<file path="config.mk">
export PLATFORM = sky130hd
export DESIGN_NAME = pli_ctrl
export DESIGN_NICKNAME = d
export VERILOG_FILES = /design/src/rtl/pli_pkg.sv /design/src/rtl/pli_ctrl.sv
export SDC_FILE = /design/constraint.sdc
export NUM_CORES = 1
export LEC_CHECK = 0
export BUFFER_PORTS_ARGS = -buffer_cell sky130_fd_sc_hd__buf_2
export CORE_AREA = 2 2 39 41
export DETAILED_ROUTE_END_ITERATION = 16
export DIE_AREA = 0 0 41 43
export SLEW_MARGIN = 30
export SYNTH_ARGS = -nofsm -noshare
export SYNTH_HDL_FRONTEND = slang
export SYNTH_SLANG_ARGS = --single-unit
</file>
<file path="constraint.sdc">
create_clock -name clock -period 2.1 [get_ports clock]
set_input_delay 0.42 -clock clock [delete_from_list [all_inputs] [get_ports clock]]
set_output_delay 0.42 -clock clock [all_outputs]
set_load 0.02 [all_outputs]
</file>
<file path="src/rtl/pli_pkg.sv">
// shared types and constants of the piecewise linear interpolator
package pli_pkg;

   typedef enum logic [1:0] {
      OP_CLEAR    = 2'd0,
      OP_APPEND   = 2'd1,
      OP_EVALUATE = 2'd2,
      OP_NONE     = 2'd3
   } op_type;

   typedef enum logic [1:0] {
      STATUS_OK       = 2'd0,
      STATUS_NO_MATCH = 2'd1,
      STATUS_FEW      = 2'd2
   } status_type;

   typedef enum logic [3:0] {
      ST_IDLE,
      ST_SCAN_ADDR,
      ST_SCAN,
      ST_FETCH0,
      ST_FETCH1,
      ST_FETCH2,
      ST_MUL0,
      ST_MUL1,
      ST_DIV,
      ST_DONE
   } state_type;

   // controller to datapath
   typedef struct packed {
      logic clear;
      logic append;
      logic load_query;
      logic scan_start;
      logic scan_step;
      logic fetch_sel;
      logic fetch_next;
      logic latch_pair;
      logic mul_lo;
      logic mul_hi;
      logic div_start;
      logic emit;
      logic emit_few;
   } cmd_type;

   // datapath to controller
   typedef struct packed {
      logic few_points;
      logic scan_last;
      logic div_done;
   } stat_type;

endpackage

</file>
<file path="src/rtl/pli_ctrl.sv">
// controller state machine of the piecewise linear interpolator
module pli_ctrl (
   input  logic              clock,
   input  logic              reset,
   input  logic              start,
   input  logic [1:0]        req_op,
   input  pli_pkg::stat_type stat,
   output pli_pkg::cmd_type  cmd,
   output logic              busy
);

   pli_pkg::state_type state_ff, state_in;

   always_ff @(posedge clock) begin
      if (reset) begin
         state_ff <= pli_pkg::ST_IDLE;
      end else begin
         state_ff <= state_in;
      end
   end

   always_comb begin
      state_in = state_ff;
      cmd      = '0;
      busy     = (state_ff != pli_pkg::ST_IDLE);
      unique case (state_ff)
         pli_pkg::ST_IDLE: begin
            if (start) begin
               unique case (req_op)
                  pli_pkg::OP_CLEAR:  cmd.clear = 1'b1;
                  pli_pkg::OP_APPEND: cmd.append = 1'b1;
                  pli_pkg::OP_EVALUATE: begin
                     cmd.load_query = 1'b1;
                     if (stat.few_points) begin
                        cmd.emit_few = 1'b1;
                     end else begin
                        cmd.scan_start = 1'b1;
                        state_in = pli_pkg::ST_SCAN_ADDR;
                     end
                  end
                  default: ;
               endcase
            end
         end
         pli_pkg::ST_SCAN_ADDR: state_in = pli_pkg::ST_SCAN;
         pli_pkg::ST_SCAN: begin
            cmd.scan_step = 1'b1;
            if (stat.scan_last) state_in = pli_pkg::ST_FETCH0;
         end
         pli_pkg::ST_FETCH0: begin
            cmd.fetch_sel = 1'b1;
            state_in = pli_pkg::ST_FETCH1;
         end
         pli_pkg::ST_FETCH1: begin
            cmd.fetch_next = 1'b1;
            state_in = pli_pkg::ST_FETCH2;
         end
         pli_pkg::ST_FETCH2: begin
            cmd.latch_pair = 1'b1;
            state_in = pli_pkg::ST_MUL0;
         end
         pli_pkg::ST_MUL0: begin
            cmd.mul_lo = 1'b1;
            state_in = pli_pkg::ST_MUL1;
         end
         pli_pkg::ST_MUL1: begin
            cmd.mul_hi = 1'b1;
            state_in = pli_pkg::ST_DIV;
         end
         pli_pkg::ST_DIV: begin
            if (stat.div_done) state_in = pli_pkg::ST_DONE;
         end
         pli_pkg::ST_DONE: begin
            cmd.emit = 1'b1;
            state_in = pli_pkg::ST_IDLE;
         end
         default: state_in = pli_pkg::ST_IDLE;
      endcase
      if (state_ff == pli_pkg::ST_MUL1) cmd.div_start = 1'b1;
   end

   a_scan_only_when_busy: assert property (@(posedge clock) disable iff (reset)
      cmd.scan_step |-> busy) else $error("scan step while idle");
   a_emit_returns_idle: assert property (@(posedge clock) disable iff (reset)
      cmd.emit |=> state_ff == pli_pkg::ST_IDLE) else $error("emit not followed by idle");
   a_div_after_mul: assert property (@(posedge clock) disable iff (reset)
      state_ff == pli_pkg::ST_DIV |-> $past(state_ff) == pli_pkg::ST_MUL1
      || $past(state_ff) == pli_pkg::ST_DIV) else $error("divide entered out of order");

endmodule

</file>
==> results of run 1 <==
Yosys cell counts, types with 2 or more instances:
cell type / count
nor2_1: 6
nor3_1: 6
dfxtp_1: 4
clkbuf_1: 3
nand2_1: 3
nand2b_1: 3
nor3b_1: 2
metrics by stage:
step                      setup WS, ns  TNS (ns)
after floorplan                  0.116         0
after global placement           0.335         0
after detailed placement         0.297         0
after CTS                       0.0481         0
after global routing           -0.0486    -0.118
final                           0.0299         0
path summary, 6_finish.rpt:
path              slack (ns)           to   startpoint  cells after the start
hold reg to reg         0.61  state_ff[1]  state_ff[3]                      2
setup / recovery        0.03       cmd[0]  state_ff[1]                      4
hold / removal          0.40  state_ff[1]        reset                      2
setup reg to reg        1.02  state_ff[0]  state_ff[3]                      4
layer usage:
metal  up-vias  global-route usage  share of wire
met4         0              0.0800              0
met2        17               0.141           0.49
met1       156               0.113           0.44
met3         0              0.0314          0.070
li1        194                   -              -
met5         -                   0              0
power by group:
part           total [mW]  internal (mW)  switching, mW
Combinational      0.0632         0.0292         0.0340
Clock              0.0959         0.0640         0.0320
Sequential         0.0800         0.0788        0.00126
Total               0.239          0.172         0.0672
critical path: cells and delay by family, from the launching register on:
kind	cells	cell delay [ns]
and+or+nand+nor	3	1.00
DFF	1	0.30
buffers and inverters	1	0.12
final cells by class:
cell class | instances | area (sq um) | area share
repair buffers | 24 | 143 | 0.289
flip-flops and latches | 4 | 81.3 | 0.165
clock buffers | 3 | 22.5 | 0.0457
multi-input cells | 34 | 226 | 0.459
well taps | 16 | 20.0 | 0.0406
cells by family after synthesis:
family	Yosys count	synth area share
flip-flops	4	0.242
buffers and inverters	5	0.0909
XOR/XNOR	2	0.0530
AND/OR/NAND/NOR	28	0.515
AO/OA/AOI/OAI	4	0.0985
cells in the final DEF, fill, tap and decap left out:
cell type and instances:
nor2_1 6, a211oi_1 1, buf_2 18, xnor2_1 1, o211a_1 1, and3_1 1
buf_4 4, dfxtp_1 3, dfxtp_2 1, o21ba_2 1, nor4b_1 1, nor3b_1 2
nor3_1 6, buf_6 2, o21ai_0 1, xor2_1 1, nor4bb_1 1, nor2b_1 1
nor3b_4 1, clkbuf_4 3, or4_4 1, nand4bb_1 1, nand2_1 3, nand2b_1 3
and2_1 1
==> flow_metrics.env, run 1 <==
export IMPL_largest_register_ffs=4
export IMPL_synth_edf_count=0
export IMPL_gp_congestion=0.690
export IMPL_first_pass_iters=4
export IMPL_period_minus_slack_ns=2.07
export IMPL_synth_ff_type="dfxtp_1"
export IMPL_htree_levels=1
export IMPL_start_util=0.239
export IMPL_nFillCells=154
export IMPL_drc=0
export IMPL_vias=367
export IMPL_place_area_sq_um=448
export IMPL_yosysWarnings=0
export IMPL_yosys_cell_types_count=23
export IMPL_crit_chain="or4_4 > nor3b_4 > and3_1 > buf_6"
export IMPL_largestRegisters="state_ff: 4 flops"
export IMPL_cap_violations=0
export IMPL_grt_max_degree=13
export IMPL_critPathSlowestCell="or4_4"
export IMPL_worst_setup_path_type="register to output port"
export IMPL_die_w_microns=41
export IMPL_routed_wl_microns=875
export IMPL_track_usage=0.0986
export IMPL_run_status="finished clean"
export IMPL_overflow=0
export IMPL_p_leak_nw=0.247
export IMPL_ys_seq_area_frac=0.242
export IMPL_ant_nets=0
export IMPL_first_global_vias=294
export IMPL_cts_buffers=3
export IMPL_async_flop_share=0
export IMPL_vias_per_cell=4.53
export IMPL_clk_path_buf_depth=2
export IMPL_wl_per_cell_microns=10.8
export IMPL_finalPower_mw=0.239
export IMPL_end_kind="output port"
export IMPL_cts_hold_fix_buffers=0
export IMPL_insertedDiodeCount=0
export IMPL_regMostFlops="state_ff"
export IMPL_clk_pin_slew_ns=0.04
export IMPL_post_cts_setup_buffers=0
export IMPL_die_h_microns=43
export IMPL_synth_avg_cell_area_sq_um=7.68
export IMPL_cpPeakStageDelay_ns=0.57
export IMPL_die_area_sq_mm=0.00176
export IMPL_worstPathMaxFanout=4
export IMPL_holdWs_ns=0.401
export IMPL_dp_hpwl_microns=612
export IMPL_finish_utilization=0.356
export IMPL_core_area_sq_mm=0.00138
export IMPL_worst_pin_slew_ns=0.259
export IMPL_port_buffers=21
export IMPL_cts_root_buf="clkbuf_4"
export IMPL_area_growth_pct=49.2
export IMPL_max_slew_margin=0.825
export IMPL_finClkSkew_ns=0.000658
export IMPL_synth_seq_cells=4
export IMPL_cts_tree="done"
export IMPL_cp_required_ns=1.68
export IMPL_post_route_period_util=0.986
export IMPL_post_place_cells=78
export IMPL_clkSinkCount=4
export IMPL_grt_pass1_wl_microns=1150
export IMPL_nets=75
export IMPL_antenna_found_initial=0
export IMPL_syn_cell_area_sq_um=330
export IMPL_cts_resized=0
export IMPL_vdd_drop_max_uv=139
export IMPL_finalMaxSlewViolations=0
export IMPL_fmax_mhz=483
export IMPL_rsz0062_at_grt="yes"
export IMPL_hp_class="input pin to register"
export IMPL_rows=14
export IMPL_synth_net_count=51
export IMPL_clock_latency_ns=0.23
export IMPL_fin_cells=81
export IMPL_synth_cells=43
export IMPL_crit_arrival_ns=1.65
export IMPL_drtIter0Drc=5
export IMPL_ios=22
export IMPL_setup_viol=0
export IMPL_synth_top_area_frac=0.242
export IMPL_power_density_mw_per_mm2=485
export IMPL_final_area_sq_um=493
export IMPL_drive_gt1_frac=0.477
export IMPL_finalHoldViolCount=0
export IMPL_synthTopCellsByArea="dfxtp_1, nor3_1, nor2_1"
export IMPL_start_kind="register"
export IMPL_yosysTopAreaCell="dfxtp_1"
Power figures use the tool's default switching activity.
==> inputs of run 2 (changes only) <==
PLACE_DENSITY = 0.49   (was not set)
REMOVE_ABC_BUFFERS = 1   (was not set)
==> flow_metrics.env, run 2 (synthesized netlist as in run 1, its figures left out) <==
export IMPL_drive_gt1_frac=0.485
export IMPL_port_buffers=21
export IMPL_cts_tree="done"
export IMPL_fin_cells=82
export IMPL_finalHoldViolCount=0
export IMPL_whs_path_depth=2
export IMPL_power_density_mw_per_mm2=485
export IMPL_ios=22
export IMPL_largest_register_ffs=4
export IMPL_first_global_vias=300
export IMPL_start_kind="register"
export IMPL_end_kind="output port"
export IMPL_finalPower_mw=0.239
export IMPL_whs_endpoint="state_ff[2]"
export IMPL_gp_congestion=0.639
export IMPL_worstPathMaxFanout=3
export IMPL_ant_nets=0
export IMPL_vdd_drop_max_uv=272
export IMPL_crit_arrival_ns=1.62
export IMPL_setup_tns_ns=0
export IMPL_setup_viol=0
export IMPL_multi_input_area_sq_um=226
export IMPL_wl_per_cell_microns=10.3
export IMPL_die_w_microns=41
export IMPL_grt_pass1_wl_microns=1170
export IMPL_dp_hpwl_microns=647
export IMPL_regMostFlops="state_ff"
export IMPL_cts_buffers=3
export IMPL_place_area_sq_um=448
export IMPL_clkSinkCount=4
export IMPL_post_route_period_util=0.974
export IMPL_final_area_sq_um=494
export IMPL_nFillCells=162
export IMPL_htree_levels=1
export IMPL_rows=14
export IMPL_worst_pin_slew_ns=0.268
export IMPL_vias=392
export IMPL_timing_rr_end="state_ff[0]"
export IMPL_antenna_found_initial=0
export IMPL_worst_setup_path_type="register to output port"
export IMPL_routed_wl_microns=848
export IMPL_run_status="finished clean"
export IMPL_max_slew_margin=0.819
export IMPL_largestRegisters="state_ff: 4 flops"
export IMPL_post_place_cells=78
export IMPL_finalMaxSlewViolations=0
export IMPL_r2r_cells=4
export IMPL_r2r_start="state_ff[1]"
export IMPL_fmax_mhz=489
export IMPL_area_growth_pct=49.6
export IMPL_clk_pin_slew_ns=0.04
export IMPL_layout_common_cells="buf_2, nor3_1, nor2_1"
export IMPL_die_area_sq_mm=0.00176
export IMPL_drc=0
export IMPL_track_usage=0.101
export IMPL_clock_latency_ns=0.23
export IMPL_die_h_microns=43
export IMPL_start_util=0.239
export IMPL_drtIter0Drc=2
export IMPL_insertedDiodeCount=0
export IMPL_layout_commonest_cell="buf_2"
export IMPL_clk_path_buf_depth=2
export IMPL_seq_area_sq_um=81.3
export IMPL_cts_root_buf="clkbuf_4"
export IMPL_hp_class="input pin to register"
export IMPL_vias_per_cell=4.78
export IMPL_core_area_sq_mm=0.00138
export IMPL_grt_max_degree=13
export IMPL_reg2reg_slack_ns=1.02
export IMPL_cp_required_ns=1.68
export IMPL_period_minus_slack_ns=2.04
export IMPL_cap_violations=0
export IMPL_nets=76
export IMPL_overflow=0
export IMPL_p_leak_nw=0.252
export IMPL_finClkSkew_ns=0.00380
export IMPL_first_pass_iters=4
export IMPL_holdWs_ns=0.390
export IMPL_rsz0062_at_grt="yes"
export IMPL_min_from="reset"
run 2: changes by cell type in the layout (fill, tap and decap cells not counted), sizes merged:
| cell | change |
|---|---|
| buf | +1 |
run 2: layer usage:
| metal | track usage | share of wire | up-vias |
|---|---|---|---|
| met5 | 0 | 0 | - |
| met4 | 0.0600 | 0 | 0 |
| met3 | 0.0471 | 0.084 | 0 |
| met2 | 0.153 | 0.52 | 14 |
| met1 | 0.106 | 0.40 | 180 |
| li1 | - | - | 198 |
run 2: worst max-delay path, cell delays in order (launching register included):
cell and delay (ns):
dfxtp_1 0.31, or4_4 0.56, nor3b_4 0.21, and3_1 0.20, buf_6 0.12
run 2: power by group:
group / switching (mW) / internal [mW] / leakage, nW / total, mW
clock: 0.0312 / 0.0639 / 0.0138 / 0.0951
combinational: 0.0336 / 0.0305 / 0.205 / 0.0641
sequential: 0.00145 / 0.0788 / 0.0329 / 0.0803
total: 0.0663 / 0.173 / 0.252 / 0.239
run 2: repair_timing:
item / in CTS / in global routing
gates resized for setup: 0 / 5
setup buffers: 0 / 1
endpoints found under the setup margin: 0 / 2
hold buffers: 0 / 0
run 2: worst max path at each step:
| stage | to | cells after the start | slack [ns] | from |
|---|---|---|---|---|
| after global placement | cmd[0] | 4 | 0.33 | state_ff[0] |
| after CTS | cmd[0] | 4 | 0.05 | state_ff[0] |
| after floorplan | cmd[12] | 3 | 0.14 | state_ff[0] |
| final | cmd[0] | 4 | 0.06 | state_ff[3] |
| after detailed placement | cmd[0] | 4 | 0.31 | state_ff[0] |
| after global routing | cmd[0] | 4 | -0.03 | state_ff[3] |
run 2: area by class of cell:
| type | count | share of cell area |
|---|---|---|
| sequential | 4 | 0.165 |
| multi-input combinational | 34 | 0.458 |
| clock buffer | 3 | 0.0456 |
| tap | 16 | 0.0405 |
| timing repair buffer | 25 | 0.291 |
run 2: per-stage QoR:
| step | setup WS (ns) | util |
|---|---|---|
| after floorplan | 0.141 | - |
| after global placement | 0.332 | 0.324 |
| after detailed placement | 0.308 | 0.324 |
| after CTS | 0.0522 | 0.340 |
| after global routing | -0.0276 | 0.357 |
| final | 0.0554 | 0.357 |
==> inputs of run 3 (changes only) <==
clock period = 2.21 ns   (was 2.1 ns; I/O delays follow)
==> flow_metrics.env, run 3 (synthesized netlist as in run 1, its figures left out) <==
export IMPL_run_status="finished clean"
export IMPL_grt_max_degree=13
export IMPL_r2r_start="state_ff[1]"
export IMPL_gp_congestion=0.637
export IMPL_start_util=0.239
export IMPL_routed_wl_microns=860
export IMPL_die_h_microns=43
export IMPL_largest_register_ffs=4
export IMPL_max_slew_margin=0.795
export IMPL_first_global_vias=290
export IMPL_vdd_drop_max_uv=185
export IMPL_finalHoldViolCount=0
export IMPL_layout_commonest_cell="buf_2"
export IMPL_finalPower_mw=0.224
export IMPL_setup_tns_ns=0
export IMPL_worst_setup_path_type="register to output port"
export IMPL_end_kind="output port"
export IMPL_cp_required_ns=1.77
export IMPL_nets=75
export IMPL_clk_path_buf_depth=2
export IMPL_cts_tree="done"
export IMPL_multi_input_area_sq_um=220
export IMPL_timing_rr_end="state_ff[0]"
export IMPL_post_route_period_util=0.939
export IMPL_start_kind="register"
export IMPL_whs_endpoint="state_ff[1]"
export IMPL_wl_per_cell_microns=10.6
export IMPL_reg2reg_slack_ns=1.14
export IMPL_grt_pass1_wl_microns=1150
export IMPL_crit_arrival_ns=1.63
export IMPL_die_area_sq_mm=0.00176
export IMPL_fmax_mhz=482
export IMPL_finalMaxSlewViolations=0
export IMPL_htree_levels=1
export IMPL_period_minus_slack_ns=2.07
export IMPL_final_area_sq_um=470
export IMPL_p_leak_nw=0.244
export IMPL_finish_utilization=0.340
export IMPL_ios=22
export IMPL_post_cts_setup_buffers=0
export IMPL_place_area_sq_um=448
export IMPL_overflow=0
export IMPL_r2r_cells=4
export IMPL_port_buffers=21
export IMPL_drc=0
export IMPL_power_density_mw_per_mm2=477
export IMPL_cts_root_buf="clkbuf_4"
export IMPL_drive_gt1_frac=0.462
export IMPL_first_pass_iters=4
export IMPL_seq_area_sq_um=80.1
export IMPL_drtIter0Drc=8
export IMPL_cts_buffers=3
export IMPL_finClkSkew_ns=0.00260
export IMPL_cap_violations=0
export IMPL_dp_hpwl_microns=662
export IMPL_nFillCells=160
export IMPL_antenna_found_initial=0
export IMPL_hp_class="input pin to register"
export IMPL_cts_hold_fix_buffers=0
export IMPL_setup_viol=0
export IMPL_min_from="reset"
export IMPL_vias_per_cell=4.75
export IMPL_rsz0062_at_grt="no"
export IMPL_rows=14
export IMPL_insertedDiodeCount=0
export IMPL_core_area_sq_mm=0.00138
export IMPL_layout_common_cells="buf_2, nor3_1, nor2_1"
export IMPL_regMostFlops="state_ff"
export IMPL_track_usage=0.103
export IMPL_ant_nets=0
export IMPL_die_w_microns=41
export IMPL_vias=385
export IMPL_largestRegisters="state_ff: 4 flops"
export IMPL_clk_pin_slew_ns=0.04
export IMPL_worstPathMaxFanout=9
export IMPL_clkSinkCount=4
export IMPL_whs_path_depth=2
export IMPL_worst_pin_slew_ns=0.308
export IMPL_area_growth_pct=42.4
export IMPL_cts_resized=0
export IMPL_clock_latency_ns=0.24
-- run 3: cell types whose count changed in the layout (fill, tap and decap cells not counted) --
cell	before	now
buf_2	19	21
buf_4	5	3
buf_6	1	0
dfxtp_1	3	4
dfxtp_2	1	0
nor3b_2	0	1
nor3b_4	1	0
-- run 3: power by group --
part	leakage [nW]	switching [mW]	internal, mW	total [mW]
combinational	0.198	0.0304	0.0242	0.0546
clock	0.0138	0.0326	0.0609	0.0936
sequential	0.0323	0.00128	0.0748	0.0761
total	0.244	0.0643	0.160	0.224
-- run 3: how the worst max path moves through the flow --
stage / end / startpoint / cells past startpoint
after floorplan: cmd[12] / state_ff[0] / 3
after global placement: cmd[0] / state_ff[2] / 4
after detailed placement: cmd[0] / state_ff[2] / 4
after CTS: cmd[0] / state_ff[2] / 4
after global routing: cmd[12] / state_ff[2] / 4
final: cmd[0] / state_ff[2] / 4
-- run 3: area by class of cell --
type | instances | share of cell area
tap | 16 | 0.0426
clock buffer | 3 | 0.0479
multi-input combinational | 34 | 0.468
sequential | 4 | 0.170
timing repair buffer | 24 | 0.271
-- run 3: routing by layer --
metal  track usage  share of wire  routed length (microns)  vias to the layer above
met5             0              0                        0                        -
met4         0.100              0                        0                        0
met3        0.0366          0.078                       67                        0
met2         0.153           0.48                      416                       17
met1         0.100           0.44                      376                      169
li1              -              -                        -                      199
-- run 3: critical path: stages (launching register included) --
cell,delay (ns)
dfxtp_1,0.39
or4_4,0.48
nor3b_2,0.21
and3_1,0.17
buf_2,0.15
-- run 3: per-stage QoR --
stage	instances	setup slack (ns)	hold slack, ns
after CTS	81	0.119	0.403
after global routing	81	0.0392	0.417
after detailed placement	78	0.383	0.594
after floorplan	38	0.229	0.519
after global placement	78	0.415	0.598
final	81	0.135	0.420
